<file path="src/rtl/core/bpfa_pkg.sv">
// Shared types and constants of the bitmap page frame allocator.
`default_nettype none
package bpfa_pkg;

    localparam int ADDR_W   = 48;
    localparam int COUNT_W  = 13;
    localparam int WORD_W   = 64;   // bitmap bits per memory word
    localparam int BIT_W    = 6;    // log2(WORD_W)
    localparam int PAGE_SH  = 12;   // log2 of the 4096-byte frame
    localparam int IDX_W    = ADDR_W - PAGE_SH;

    // action codes
    localparam logic ACT_ALLOC = 1'b0;
    localparam logic ACT_FREE  = 1'b1;

    // result status codes
    localparam logic [1:0] ST_DONE    = 2'd0;
    localparam logic [1:0] ST_FULL    = 2'd1;
    localparam logic [1:0] ST_OUTSIDE = 2'd2;

    // configuration register indexes
    localparam logic CFG_REGION_BASE = 1'b0;
    localparam logic CFG_FRAME_COUNT = 1'b1;

    typedef struct packed {
        logic       clr_wr;      // clearing sweep writes one word
        logic       take_item;   // capture the accepted input transaction
        logic       rd_free;     // read the word of the freed frame
        logic       rd_alloc;    // read the word at the scan pointer
        logic       hint_inc;    // word is full, move the scan pointer on
        logic       wr_free;     // write back the word with the bit cleared
        logic       wr_alloc;    // write back the word with the bit set
        logic       res_load;    // latch the result of this item
        logic [1:0] res_status;
        logic       res_alloc;   // result carries an allocated address
        logic       out_load;    // move result into the output register
    } t_bpfa_cmd;

    typedef struct packed {
        logic clr_last;      // last word of the clearing sweep
        logic free_outside;  // freed address outside the usable region
        logic alloc_none;    // scan pointer already past the usable count
        logic word_full;     // every bit of the read word is used
        logic word_spent;    // no free bit below the usable count in the word
    } t_bpfa_sts;

endpackage
`default_nettype wire

</file>
<file path="src/rtl/core/bpfa_ctrl.sv">
// Controller: sequences the clearing sweep, allocate scan, free and result hand-off.
`default_nettype none
module bpfa_ctrl (
    input  wire logic                 i_clk,
    input  wire logic                 i_rst_n,
    input  wire logic                 i_in_valid,
    input  wire logic                 i_in_action,
    output logic                      o_in_ready,
    output logic                      o_out_valid,
    input  wire logic                 i_out_ready,
    input  wire bpfa_pkg::t_bpfa_sts  i_sts,
    output bpfa_pkg::t_bpfa_cmd       o_cmd
);
    import bpfa_pkg::*;

    typedef enum logic [2:0] {
        S_CLEAR,
        S_IDLE,
        S_FCHK,
        S_FWAIT,
        S_AREAD,
        S_AEVAL,
        S_RESULT
    } t_state;

    t_state    r_state, n_state;
    logic      r_out_valid, n_out_valid;
    t_bpfa_cmd cmd;
    logic      out_free;

    assign out_free = !r_out_valid || i_out_ready;

    always_comb begin
        n_state     = r_state;
        n_out_valid = r_out_valid && !i_out_ready;
        cmd         = '0;
        unique case (r_state)
            S_CLEAR: begin
                cmd.clr_wr = 1'b1;
                if (i_sts.clr_last) begin
                    n_state = S_IDLE;
                end
            end
            S_IDLE: begin
                if (i_in_valid) begin
                    cmd.take_item = 1'b1;
                    n_state = (i_in_action == ACT_FREE) ? S_FCHK : S_AREAD;
                end
            end
            S_FCHK: begin
                if (i_sts.free_outside) begin
                    cmd.res_load   = 1'b1;
                    cmd.res_status = ST_OUTSIDE;
                    n_state        = S_RESULT;
                end else begin
                    cmd.rd_free = 1'b1;
                    n_state     = S_FWAIT;
                end
            end
            S_FWAIT: begin
                cmd.wr_free    = 1'b1;
                cmd.res_load   = 1'b1;
                cmd.res_status = ST_DONE;
                n_state        = S_RESULT;
            end
            S_AREAD: begin
                if (i_sts.alloc_none) begin
                    cmd.res_load   = 1'b1;
                    cmd.res_status = ST_FULL;
                    n_state        = S_RESULT;
                end else begin
                    cmd.rd_alloc = 1'b1;
                    n_state      = S_AEVAL;
                end
            end
            S_AEVAL: begin
                if (i_sts.word_full) begin
                    cmd.hint_inc = 1'b1;
                    n_state      = S_AREAD;
                end else if (i_sts.word_spent) begin
                    // free bits only above the usable count
                    cmd.res_load   = 1'b1;
                    cmd.res_status = ST_FULL;
                    n_state        = S_RESULT;
                end else begin
                    cmd.wr_alloc   = 1'b1;
                    cmd.res_load   = 1'b1;
                    cmd.res_status = ST_DONE;
                    cmd.res_alloc  = 1'b1;
                    n_state        = S_RESULT;
                end
            end
            S_RESULT: begin
                if (out_free) begin
                    cmd.out_load = 1'b1;
                    n_out_valid  = 1'b1;
                    n_state      = S_IDLE;
                end
            end
            default: n_state = S_IDLE;
        endcase
    end

    always_ff @(posedge i_clk) begin
        if (!i_rst_n) begin
            r_state     <= S_CLEAR;
            r_out_valid <= 1'b0;
        end else begin
            r_state     <= n_state;
            r_out_valid <= n_out_valid;
        end
    end

    assign o_cmd       = cmd;
    assign o_in_ready  = (r_state == S_IDLE);
    assign o_out_valid = r_out_valid;

endmodule
`default_nettype wire

</file>
<file path="config.mk">
export PLATFORM = sky130hd
export DESIGN_NAME = bpfa_ctrl
export DESIGN_NICKNAME = d
export VERILOG_FILES = /design/src/rtl/core/bpfa_pkg.sv /design/src/rtl/core/bpfa_ctrl.sv
export SDC_FILE = /design/constraint.sdc
export NUM_CORES = 1
export LEC_CHECK = 0
export BUFFER_PORTS_ARGS = -buffer_cell sky130_fd_sc_hd__buf_2
export CAP_MARGIN = 15
export CORE_AREA = 3 3 40 42
export CTS_CLUSTER_DIAMETER = 50
export DETAILED_ROUTE_END_ITERATION = 7
export DIE_AREA = 0 0 43 45
export GPL_TIMING_DRIVEN = 0
export SYNTH_ARGS = -nofsm -noshare
export SYNTH_HDL_FRONTEND = slang
export SYNTH_SLANG_ARGS = --single-unit
</file>
<file path="constraint.sdc">
create_clock -name i_clk -period 1 [get_ports i_clk]
set_clock_uncertainty 0.1 [all_clocks]
set_input_delay 0.2 -clock i_clk [delete_from_list [all_inputs] [get_ports i_clk]]
set_output_delay 0.2 -clock i_clk [all_outputs]
set_load 0.02 [all_outputs]
</file>
==> metrics.md <==
| Metric | Value |
|---|---|
| Vias in the first global route | `556` |
| Crit path time final | `1.57 ns` |
| Fmax | `638 MHz` |
| Status | `complete, but fails checks` |
| Area share of the largest cell type after synthesis | `19.8%` |
| Total CTS buffers | `3` |
| Sw power | `0.351 mW` |
| Final core occ | `81.8%` |
| Final hold vios | `0` |
| Number of I/O pins | `24` |
| N_diodes | `0` |
| Ys flop type | `dfxtp_1` |
| Post-route ant nets | `0` |
| Crit start category | `flop` |
| Post-Route WL | `1.71 mm` |
| Initial Util | `31.5%` |
| R2R cell count | `7` |
| Syn. warnings | `0` |
| Filler cell count | `69` |
| DP Wirelength | `891 um` |
| Reg-to-Reg Start | `r_state[2]` |
| Area occupied by multi-input gates | `454 um2` |
| Violated checks | `negative setup slack` |
| Initial antenna violation count | `0` |
| Slew headroom | `80.9%` |
| Worst skew pair latency | `0.26 ns` |
| CTS Hold Buffers Added | `0` |
| Seq pwr share | `20.3%` |
| Post-synthesis sequential area ratio | `19.8%` |
| Critical path origin | `r_state[2]` |
| Root Buffer | `clkbuf_4` |
| Die Y | `45 um` |
| Drt pass-1 iters | `4` |
| P_int | `0.610 mW` |
| R2r endpoint | `r_state[0]` |
| Sinks on Clock Net | `4` |
| Core area | `1280 um2` |
| Slew Viols, Final | `0` |
| Endpoints failing setup | `17` |
| Crit end category | `primary output` |
| TritonCTS clock tree | `done` |
| Critical path endpoint | `o_cmd[3]` |
| Commonest non-fill, non-tap cells in the layout | `buf_6, buf_2, buf_4` |
| Flops & latches, synth | `4` |
| Worst IR Drop VDD | `922 uV` |
| Global-route wire length before repair | `2.37 mm` |
| Syn Nets | `67` |
| Clock power share | `25.5%` |
| PnR worst setup slack | `-0.568 ns` |
| Largest net degree at the start of global routing | `9` |
| Top area cells in the synthesized netlist | `dfxtp_1, nand2b_1, buf_6` |
| Max clock buf depth | `2` |
| Leakage | `0.484 nW` |
| Largest area contributor in the netlist | `dfxtp_1` |
| Drt first-iter violations | `9` |
| Overflow after GRT | `0` |
| Dpl cells | `95` |
| Min-Delay Path Class | `input port to flop` |
| Reg area | `90.1 um2` |
| Syn avg cell area | `7.11 um2` |
| Total number of vias | `570` |
| Critical path fanouts, max | `6` |
| Max Cap Violations | `0` |
| Final hold slack | `0.117 ns` |
| Pre-CTS setup slack | `-0.399 ns` |
| Post-synthesis async set-or-reset flop share | `0%` |
| Pwr dens | `915 nW/um2` |
| Final GP Congestion | `0.755` |
| Number of synthesized flops with an enable pin | `0` |
| Total die area | `1940 um2` |
| Most common cell after layout, fill and taps aside | `buf_6` |
| Post-synthesis cell area | `405 um2` |
| Total Power | `0.962 mW` |
| Worst EP arrival | `1.27 ns` |
| Row cnt | `13` |
| Crit share post-route | `157%` |
| RSZ-0062 raised after global routing | `true` |
| Port buffer count | `23` |
| Sw frac | `36.5%` |
| Synth Instances | `57` |
| Final nets | `111` |
| Yosys cell types | `21` |
| CP required | `0.70 ns` |
| GRT Resource Usage Total | `16.6%` |
| Kind of critical path | `flop to primary output` |
| H-tree levels | `1` |
| Drt drc | `0` |
| Clk slew on worst S/H paths | `0.05 ns` |
| P&R area growth vs syn | `159%` |
| R2r setup slk | `-0.38 ns` |
| Die X | `43 um` |
| Gate power share | `54.2%` |
| Fin cells | `115` |
| Via density | `4.96` |
| WL per Instance | `14.8 um` |
| Fraction of layout cells with a size suffix above 1 | `80.0%` |
| Worst Tran Pin Value | `0.287 ns` |
==> timing repair <==
item                                    CTS  global route
buffers inserted                         11             5
hold endpoints to repair                  0             0
gates resized for setup                  37            22
endpoints found under the setup margin   18            18
pin swaps                                10             7
gates cloned                              1             0
==> stage by stage <==
stage / area [um2] / setup TNS [ns]
5_1_grt: 1050 / -8.22
4_1_cts: 941 / -7.23
3_5_place_dp: 679 / -3.65
6_report: 1050 / -7.24
2_1_floorplan: 546 / -2.26
3_3_place_gp: 679 / -3.55
==> per-layer routing <==
| layer | global-route usage [%] | vias up | share of wire, % |
|---|---|---|---|
| met3 | 5.58 | 0 | 5.7 |
| met1 | 19.3 | 271 | 41 |
| met4 | 3.61 | 0 | 0 |
| met5 | 0 | - | 0 |
| met2 | 29.6 | 19 | 53 |
| li1 | - | 280 | - |
==> worst max-delay path: stages, from the launching register on <==
cell and delay (ns):
dfxtp_4 0.35, buf_8 0.13, nand2b_4 0.19, nor3b_4 0.20, buf_6 0.14
==> cell families after synthesis <==
group,share of synthesized area (%)
flip-flops,19.8
AND/OR/NAND/NOR,45.4
buffers and inverters,13.9
AO/OA/AOI/OAI,21.0
==> power by group through the flow <==
stage	clock, mW	sequential, mW	combinational [mW]
floorplan	0	0.181	0.244
CTS	0.237	0.178	0.466
global placement	0	0.182	0.320
finish	0.245	0.195	0.521
detailed placement	0	0.182	0.321
global route	0.266	0.197	0.551
==> flip-flops by register name, indices dropped and copies added (netlist names) <==
| signal | flops |
|---|---|
| r_state | 3 |
| o_out_valid | 1 |
==> synthesized netlist by cell type, types with 2 or more instances <==
cell type and count:
nand2_1 7, nor2_1 8, a21oi_1 7, buf_6 4
dfxtp_1 4, nand2b_1 8, o21ai_1 2, nor3_1 4
==> how the worst min path moves through the flow <==
stage                  to  slack [ns]  cells after the start  startpoint
2_1_floorplan  r_state[2]        0.21                      2     i_rst_n
3_3_place_gp   r_state[1]        0.36                      3     i_rst_n
3_5_place_dp   r_state[2]        0.36                      3     i_rst_n
4_1_cts        r_state[1]        0.10                      3     i_rst_n
5_1_grt        r_state[1]        0.12                      3     i_rst_n
6_report       r_state[1]        0.12                      3     i_rst_n
==> area by class of cell <==
cell class / instances / area share (%)
Multi-Input combinational cell: 47 / 43.2
Timing Repair Buffer: 40 / 37.0
Sequential cell: 4 / 8.57
Buffer: 4 / 6.31
Clock buffer: 4 / 2.50
Tap cell: 15 / 1.79
Inverter: 1 / 0.595
(Power assumes the default switching activity.)
