==> src/rtl/core/bpfa_pkg.sv <==
// Shared types and constants of the bitmap page frame allocator.
`default_nettype none
package bpfa_pkg;

    localparam int ADDR_W   = 48;
    localparam int COUNT_W  = 13;
    localparam int WORD_W   = 64;   // bitmap bits per memory word
    localparam int BIT_W    = 6;    // log2(WORD_W)
    localparam int PAGE_SH  = 12;   // log2 of the 4096-byte frame
    localparam int IDX_W    = ADDR_W - PAGE_SH;

    // action codes
    localparam logic ACT_ALLOC = 1'b0;
    localparam logic ACT_FREE  = 1'b1;

    // result status codes
    localparam logic [1:0] ST_DONE    = 2'd0;
    localparam logic [1:0] ST_FULL    = 2'd1;
    localparam logic [1:0] ST_OUTSIDE = 2'd2;

    // configuration register indexes
    localparam logic CFG_REGION_BASE = 1'b0;
    localparam logic CFG_FRAME_COUNT = 1'b1;

    typedef struct packed {
        logic       clr_wr;      // clearing sweep writes one word
        logic       take_item;   // capture the accepted input transaction
        logic       rd_free;     // read the word of the freed frame
        logic       rd_alloc;    // read the word at the scan pointer
        logic       hint_inc;    // word is full, move the scan pointer on
        logic       wr_free;     // write back the word with the bit cleared
        logic       wr_alloc;    // write back the word with the bit set
        logic       res_load;    // latch the result of this item
        logic [1:0] res_status;
        logic       res_alloc;   // result carries an allocated address
        logic       out_load;    // move result into the output register
    } t_bpfa_cmd;

    typedef struct packed {
        logic clr_last;      // last word of the clearing sweep
        logic free_outside;  // freed address outside the usable region
        logic alloc_none;    // scan pointer already past the usable count
        logic word_full;     // every bit of the read word is used
        logic word_spent;    // no free bit below the usable count in the word
    } t_bpfa_sts;

endpackage
`default_nettype wire

==> src/rtl/core/bpfa_ram.sv <==
// Generic single-port-write, single-port-read RAM with registered read data.
`default_nettype none
module bpfa_ram #(
    parameter int WIDTH = 64,
    parameter int DEPTH = 64,
    parameter int AW    = (DEPTH > 1) ? $clog2(DEPTH) : 1
) (
    input  wire logic             i_clk,
    input  wire logic             i_we,
    input  wire logic [AW-1:0]    i_waddr,
    input  wire logic [WIDTH-1:0] i_wdata,
    input  wire logic             i_re,
    input  wire logic [AW-1:0]    i_raddr,
    output logic      [WIDTH-1:0] o_rdata
);

    logic [WIDTH-1:0] r_mem [DEPTH];
    logic [WIDTH-1:0] r_rdata;

    always_ff @(posedge i_clk) begin
        if (i_we) begin
            r_mem[i_waddr] <= i_wdata;
        end
        if (i_re) begin
            r_rdata <= r_mem[i_raddr];
        end
    end

    assign o_rdata = r_rdata;

endmodule
`default_nettype wire

==> src/rtl/core/bpfa_dp.sv <==
// Datapath: configuration, bitmap memory, scan pointer, address arithmetic, output register.
`default_nettype none
module bpfa_dp #(
    parameter int MAX_FRAMES = 4096
) (
    input  wire logic                           i_clk,
    input  wire logic                           i_rst_n,
    input  wire logic                           i_cfg_we,
    input  wire logic                           i_cfg_idx,
    input  wire logic [bpfa_pkg::ADDR_W-1:0]    i_cfg_wdata,
    input  wire logic [bpfa_pkg::ADDR_W-1:0]    i_free_address,
    input  wire bpfa_pkg::t_bpfa_cmd            i_cmd,
    output bpfa_pkg::t_bpfa_sts                 o_sts,
    output logic      [bpfa_pkg::ADDR_W-1:0]    o_frame_address,
    output logic      [1:0]                     o_status
);
    import bpfa_pkg::*;

    localparam int NWORDS = (MAX_FRAMES + WORD_W - 1) / WORD_W;
    localparam int WIW    = (NWORDS > 1) ? $clog2(NWORDS) : 1;
    localparam int HW     = $clog2(NWORDS + 1);
    localparam int FW     = $clog2(MAX_FRAMES) + 1;
    localparam int LW     = (COUNT_W > FW) ? COUNT_W : FW;

    // configuration
    logic [ADDR_W-1:0]  r_base;
    logic [COUNT_W-1:0] r_count;
    logic [LW-1:0]      limit;

    always_ff @(posedge i_clk) begin
        if (!i_rst_n) begin
            r_base  <= '0;
            r_count <= '0;
        end else if (i_cfg_we) begin
            unique case (i_cfg_idx)
                CFG_REGION_BASE: r_base  <= i_cfg_wdata;
                CFG_FRAME_COUNT: r_count <= i_cfg_wdata[COUNT_W-1:0];
                default:         r_base  <= r_base;
            endcase
        end
    end

    assign limit = (32'(r_count) > 32'(MAX_FRAMES)) ? LW'(MAX_FRAMES) : LW'(r_count);

    // captured item and control counters
    logic [ADDR_W-1:0] r_faddr;
    logic [WIW-1:0]    r_clr;
    logic [HW-1:0]     r_hint;   // every word below it is all used
    logic [WIW-1:0]    r_fword;
    logic [BIT_W-1:0]  r_fbit;
    logic [BIT_W-1:0]  r_sel;
    logic [1:0]        r_res_status;
    logic              r_res_alloc;
    logic [ADDR_W-1:0] r_out_addr;
    logic [1:0]        r_out_status;

    // free path: offset from base and frame index
    logic [ADDR_W-1:0] offset;
    logic [IDX_W-1:0]  fidx;
    logic              below;

    assign below  = r_faddr < r_base;
    assign offset = r_faddr - r_base;
    assign fidx   = offset[ADDR_W-1:PAGE_SH];

    // allocate path: word mask and lowest free bit
    logic [WORD_W-1:0] rdata;
    logic [31:0]       start;
    logic [31:0]       rem;
    logic [WORD_W-1:0] masked;
    logic [BIT_W-1:0]  sel;
    logic              found;

    assign start = 32'({r_hint, BIT_W'(0)});
    assign rem   = 32'(limit) - start;

    always_comb begin
        for (int b = 0; b < WORD_W; b++) begin
            masked[b] = rdata[b] | (rem <= 32'(b));
        end
    end

    always_comb begin
        sel   = '0;
        found = 1'b0;
        for (int b = 0; b < WORD_W; b++) begin
            if (!masked[b] && !found) begin
                sel   = BIT_W'(b);
                found = 1'b1;
            end
        end
    end

    // memory ports
    logic              we;
    logic [WIW-1:0]    waddr;
    logic [WORD_W-1:0] wdata;
    logic              re;
    logic [WIW-1:0]    raddr;

    always_comb begin
        we    = i_cmd.clr_wr | i_cmd.wr_free | i_cmd.wr_alloc;
        waddr = r_clr;
        wdata = '0;
        if (i_cmd.wr_free) begin
            waddr = r_fword;
            wdata = rdata & ~(WORD_W'(1) << r_fbit);
        end else if (i_cmd.wr_alloc) begin
            waddr = r_hint[WIW-1:0];
            wdata = rdata | (WORD_W'(1) << sel);
        end
        re    = i_cmd.rd_free | i_cmd.rd_alloc;
        raddr = i_cmd.rd_free ? fidx[WIW+BIT_W-1:BIT_W] : r_hint[WIW-1:0];
    end

    bpfa_ram #(
        .WIDTH (WORD_W),
        .DEPTH (NWORDS),
        .AW    (WIW)
    ) u_bitmap (
        .i_clk   (i_clk),
        .i_we    (we),
        .i_waddr (waddr),
        .i_wdata (wdata),
        .i_re    (re),
        .i_raddr (raddr),
        .o_rdata (rdata)
    );

    always_ff @(posedge i_clk) begin
        if (!i_rst_n) begin
            r_clr  <= '0;
            r_hint <= '0;
        end else begin
            if (i_cmd.clr_wr) begin
                r_clr <= r_clr + WIW'(1);
            end
            if (i_cmd.hint_inc) begin
                r_hint <= r_hint + HW'(1);
            end else if (i_cmd.wr_free && (HW'(r_fword) < r_hint)) begin
                r_hint <= HW'(r_fword);
            end
        end
    end

    always_ff @(posedge i_clk) begin
        if (i_cmd.take_item) begin
            r_faddr <= i_free_address;
        end
        if (i_cmd.rd_free) begin
            r_fword <= fidx[WIW+BIT_W-1:BIT_W];
            r_fbit  <= fidx[BIT_W-1:0];
        end
        if (i_cmd.wr_alloc) begin
            r_sel <= sel;
        end
        if (i_cmd.res_load) begin
            r_res_status <= i_cmd.res_status;
            r_res_alloc  <= i_cmd.res_alloc;
        end
        if (i_cmd.out_load) begin
            r_out_status <= r_res_status;
            r_out_addr   <= r_res_alloc
                ? r_base + ADDR_W'({r_hint[WIW-1:0], r_sel, PAGE_SH'(0)})
                : '0;
        end
    end

    assign o_sts.clr_last     = (32'(r_clr) == 32'(NWORDS - 1));
    assign o_sts.free_outside = below || (fidx >= IDX_W'(limit));
    assign o_sts.alloc_none   = start >= 32'(limit);
    assign o_sts.word_full    = &rdata;
    assign o_sts.word_spent   = !found;

    assign o_frame_address = r_out_addr;
    assign o_status        = r_out_status;

endmodule
`default_nettype wire

==> config.mk <==
export PLATFORM = sky130hd
export DESIGN_NAME = bpfa_dp
export DESIGN_NICKNAME = d
export VERILOG_FILES = /design/src/rtl/core/bpfa_pkg.sv /design/src/rtl/core/bpfa_ram.sv /design/src/rtl/core/bpfa_dp.sv
export SDC_FILE = /design/constraint.sdc
export NUM_CORES = 2
export LEC_CHECK = 0
export ABC_CLOCK_PERIOD_IN_PS = 7500
export BUFFER_PORTS_ARGS = -buffer_cell sky130_fd_sc_hd__buf_2
export CAP_MARGIN = 20
export CORE_UTILIZATION = 30
export CTS_CLUSTER_SIZE = 16
export DETAILED_ROUTE_END_ITERATION = 7
export SETUP_SLACK_MARGIN = 0.4
export SLEW_MARGIN = 20
export SYNTH_ARGS = -nofsm -noshare
export SYNTH_HDL_FRONTEND = slang
export SYNTH_HIERARCHICAL = 1
export SYNTH_SLANG_ARGS = --single-unit
==> constraint.sdc <==
create_clock -name i_clk -period 7.5 [get_ports i_clk]
set_input_delay 0.75 -clock i_clk [delete_from_list [all_inputs] [get_ports i_clk]]
set_output_delay 0.75 -clock i_clk [all_outputs]
set_load 0.01 [all_outputs]
==> reports/qor.yml <==
status:
  status: "completed"
timing:
  finalSetupViolations: 0
  period_share_pct: 92.46
  slew_headroom_pct: 18.03
  period_minus_slack_ns: 6.934
  holdWs_ns: 0.06908
  fin_skew_ns: 0.1113
  worstMarginPinSlew_ns: 1.230
  grt_setup_unrepaired: "false"
  final-hold-violation-count: 0
  max_freq_mhz: 144.2
  final-max-slew-violation-count: 0
  tns_ns: 0
cts:
  clk_path_buf_depth: 4
  clk_pin_slew_ns: 0.07
  clockRootBuffer: "clkbuf_16"
  clkLatencyLatePin_ns: 1.02
  cts_tree: "built"
  cts_buffers: 435
  clock-sinks: 4353
  htreeDepth: 5
synth:
  async_reset_ff_share_pct: 0
  synth_compound_area_share_pct: 4.340
  seq_area_frac_synth_pct: 75.54
  ys.flop_type: "edfxtp_1"
  syn_nets: 8655
  synth-adder-area-share_pct: 0.6486
  yosysWarnings: 6
  avgSynthCellArea_um2: 20.35
  synthDistinctLibCells: 101
  syn_area_mm2: 0.1721
  synthSimpleGateAreaFrac_pct: 3.389
  syn-instance-count: 8455
  synth_top_family_by_area: "multiplexers"
  synth_xor_area_share_pct: 0.2036
  synth_mux_area_share_pct: 14.37
  synth_edf_count: 4279
  ys_ff_latch: 4353
critical_path:
  rr_worst_depth: 18
  worstPathRequired_ns: 6.75
  critPathLaunch: "r_count[12]"
  endpoint_kind: "output port"
  cp-start-kind: "register"
  critical_path_class: "register to output port"
  crit_fanout: 12
  arrival_ns: 6.18
  rr_startpoint: "r_count[12]"
floorplan:
  io_pins: 167
  core.rowCount: 277
  die-area_mm2: 0.5766
  core_mm2: 0.5701
  chipHeight_um: 759.3
  dieWidth_um: 759.3
  initial_core_util_pct: 30.18
place:
  routabilityCongestion: 0.9416
  port_buffers: 166
  hpwl_um: 311100
  placedCellCount: 16140
  place_area_mm2: 0.1863
global_routing:
  met1_usage_pct: 25.49
  grt-busiest-layer: "met2"
  overflow: 0
  grtUsageTotal_pct: 18.35
  grt_pass1_wl_um: 752100
  antenna_found_initial: 31
  first_global_vias: 92740
  met3_usage_pct: 3.187
  grtUsageMet2_pct: 29.08
  grt_max_degree: 90
cells_and_area:
  fin_area_mm2: 0.2014
  fin_nets: 9346
  postLayoutCoreUtil_pct: 35.33
  final_common_cell: "edfxtp_1"
  syn_to_final_growth_pct: 17.07
  most-common-layout-cells: "edfxtp_1 (4279), mux4_2 (1024), clkbuf_16 (440)"
  layout-drive-gt1-share_pct: 26.61
  final_cell_count_no_fill: 17080
min_path:
  hold_depth: 3
  hold_class: "input port to register"
  hp-start: "i_cfg_wdata[8]"
routing:
  routed_wl_um: 548700
  via_per_inst: 5.513
  drcViolationCount: 0
  dr.pass1.iters: 6
  ant_nets: 0
  drt_iter0_drc: 12940
  routedWlPerCell_um: 32.13
  vias: 94130
power_and_ir_drop:
  p_per_area_mw_per_mm2: 310.0
  peakVddDrop_mv: 0.2273
  leakage_nw: 62.42
flow_run:
  maxCapViolCount: 0
sequential cells by signal, indices dropped and copies added (netlist names), 7 cells and up:
signal            cells
u_bitmap/r_mem     4096
u_bitmap/o_rdata     64
o_frame_address      48
r_base               48
r_faddr              48
r_count              13
r_hint                7
metal layers:
| metal | vias up | share of wire (%) |
|---|---|---|
| met2 | 5372 | 46 |
| met4 | 10 | 4.1 |
| met1 | 50930 | 41 |
| li1 | 36830 | - |
| met5 | - | 0.013 |
| met3 | 987 | 9.2 |
Yosys cell counts (9+ instances only):
library cell	instances	area share (%)
a211oi_1	71	0.31
a21boi_0	76	0.33
a21o_1	21	0.092
a21oi_1	135	0.39
a22o_1	94	0.48
a22oi_1	170	0.74
a2bb2oi_1	19	0.097
a31oi_1	44	0.16
a41oi_1	30	0.15
and2_1	27	0.098
and3_1	85	0.31
buf_1	26	0.057
buf_2	178	0.52
buf_4	35	0.15
buf_6	9	0.059
clkbuf_1	210	0.46
dfxtp_1	74	0.86
edfxtp_1	4279	75
ha_1	86	0.63
inv_1	121	0.26
mux2i_1	161	0.94
mux4_2	1024	13
nand2_1	361	0.79
nand2b_1	33	0.12
nand3_1	84	0.24
nand3b_1	11	0.048
nand4_1	46	0.17
nor2_1	233	0.51
nor2b_1	57	0.21
nor3_1	55	0.16
nor4_1	25	0.091
o211ai_1	10	0.044
o21a_1	16	0.070
o21ai_0	141	0.41
o221ai_1	39	0.20
o22ai_1	84	0.31
o31ai_1	9	0.039
or2_2	41	0.15
or3_1	41	0.15
xnor2_1	27	0.14
xor2_1	13	0.066
final cells by class:
type,count,area (µm²)
diodes,20,50.05
clock buffers,529,11380
clock inverters,284,2526
fillers,52110,368700
inverters,122,457.9
multi-input cells,3523,40970
flip-flops and latches,4353,130000
well taps,7533,9425
repair buffers,711,6659
worst max-delay path, cell delays in order (launching register included):
cell,delay (ns)
dfxtp_1,0.33
inv_1,0.12
nand2_1,0.16
inv_1,0.06
ha_1,0.38
a21oi_1,0.16
a221o_1,0.47
a2111o_4,0.62
nor4_4,0.43
buf_4,0.24
a21boi_1,0.29
o21bai_1,0.25
nand4_4,0.30
nor4_4,0.43
nand2_1,0.11
buf_4,0.19
nor3_4,0.26
buf_4,0.20
buf_2,0.14
report_power, final:
part	switching [mW]	internal (mW)	total (mW)
Clock	9.40	11.9	21.3
Combinational	7.07	3.89	11.0
Sequential	0.749	29.4	30.2
Total	17.2	45.2	62.4
logic make-up after synthesis:
logic type	after synthesis
XOR/XNOR	40
buffers and inverters	580
AO/OA/AOI/OAI	1050
adder cells (fa/ha/maj)	88
flip-flops	4353
multiplexers	1190
AND/OR/NAND/NOR	1154
path summary, 6_finish.rpt:
kind                           endpoint  slack [ns]
setup / recovery               o_sts[0]        0.57
hold / removal                r_base[8]        0.07
setup reg to reg  u_bitmap/r_mem[28][7]        0.75
hold reg to reg             o_status[0]        0.44
repair_timing:
| item | in CTS | in global routing |
|---|---|---|
| pin swaps | 7 | 22 |
| setup buffers | 4 | 13 |
| endpoints found under the hold margin | 85 | 0 |
| endpoints found under the setup margin | 2 | 2 |
| hold buffers | 81 | 0 |
| gates cloned | 0 | 1 |
| resized for setup | 22 | 27 |
through the flow:
stage	worst slack (ns)	total power, mW
finish	0.5656	62.44
global route	0.3967	64.20
CTS	0.4097	62.63
detailed placement	0.3868	41.46
global placement	0.4102	41.14
floorplan	0.5148	36.75
(Power assumes the default switching activity.)
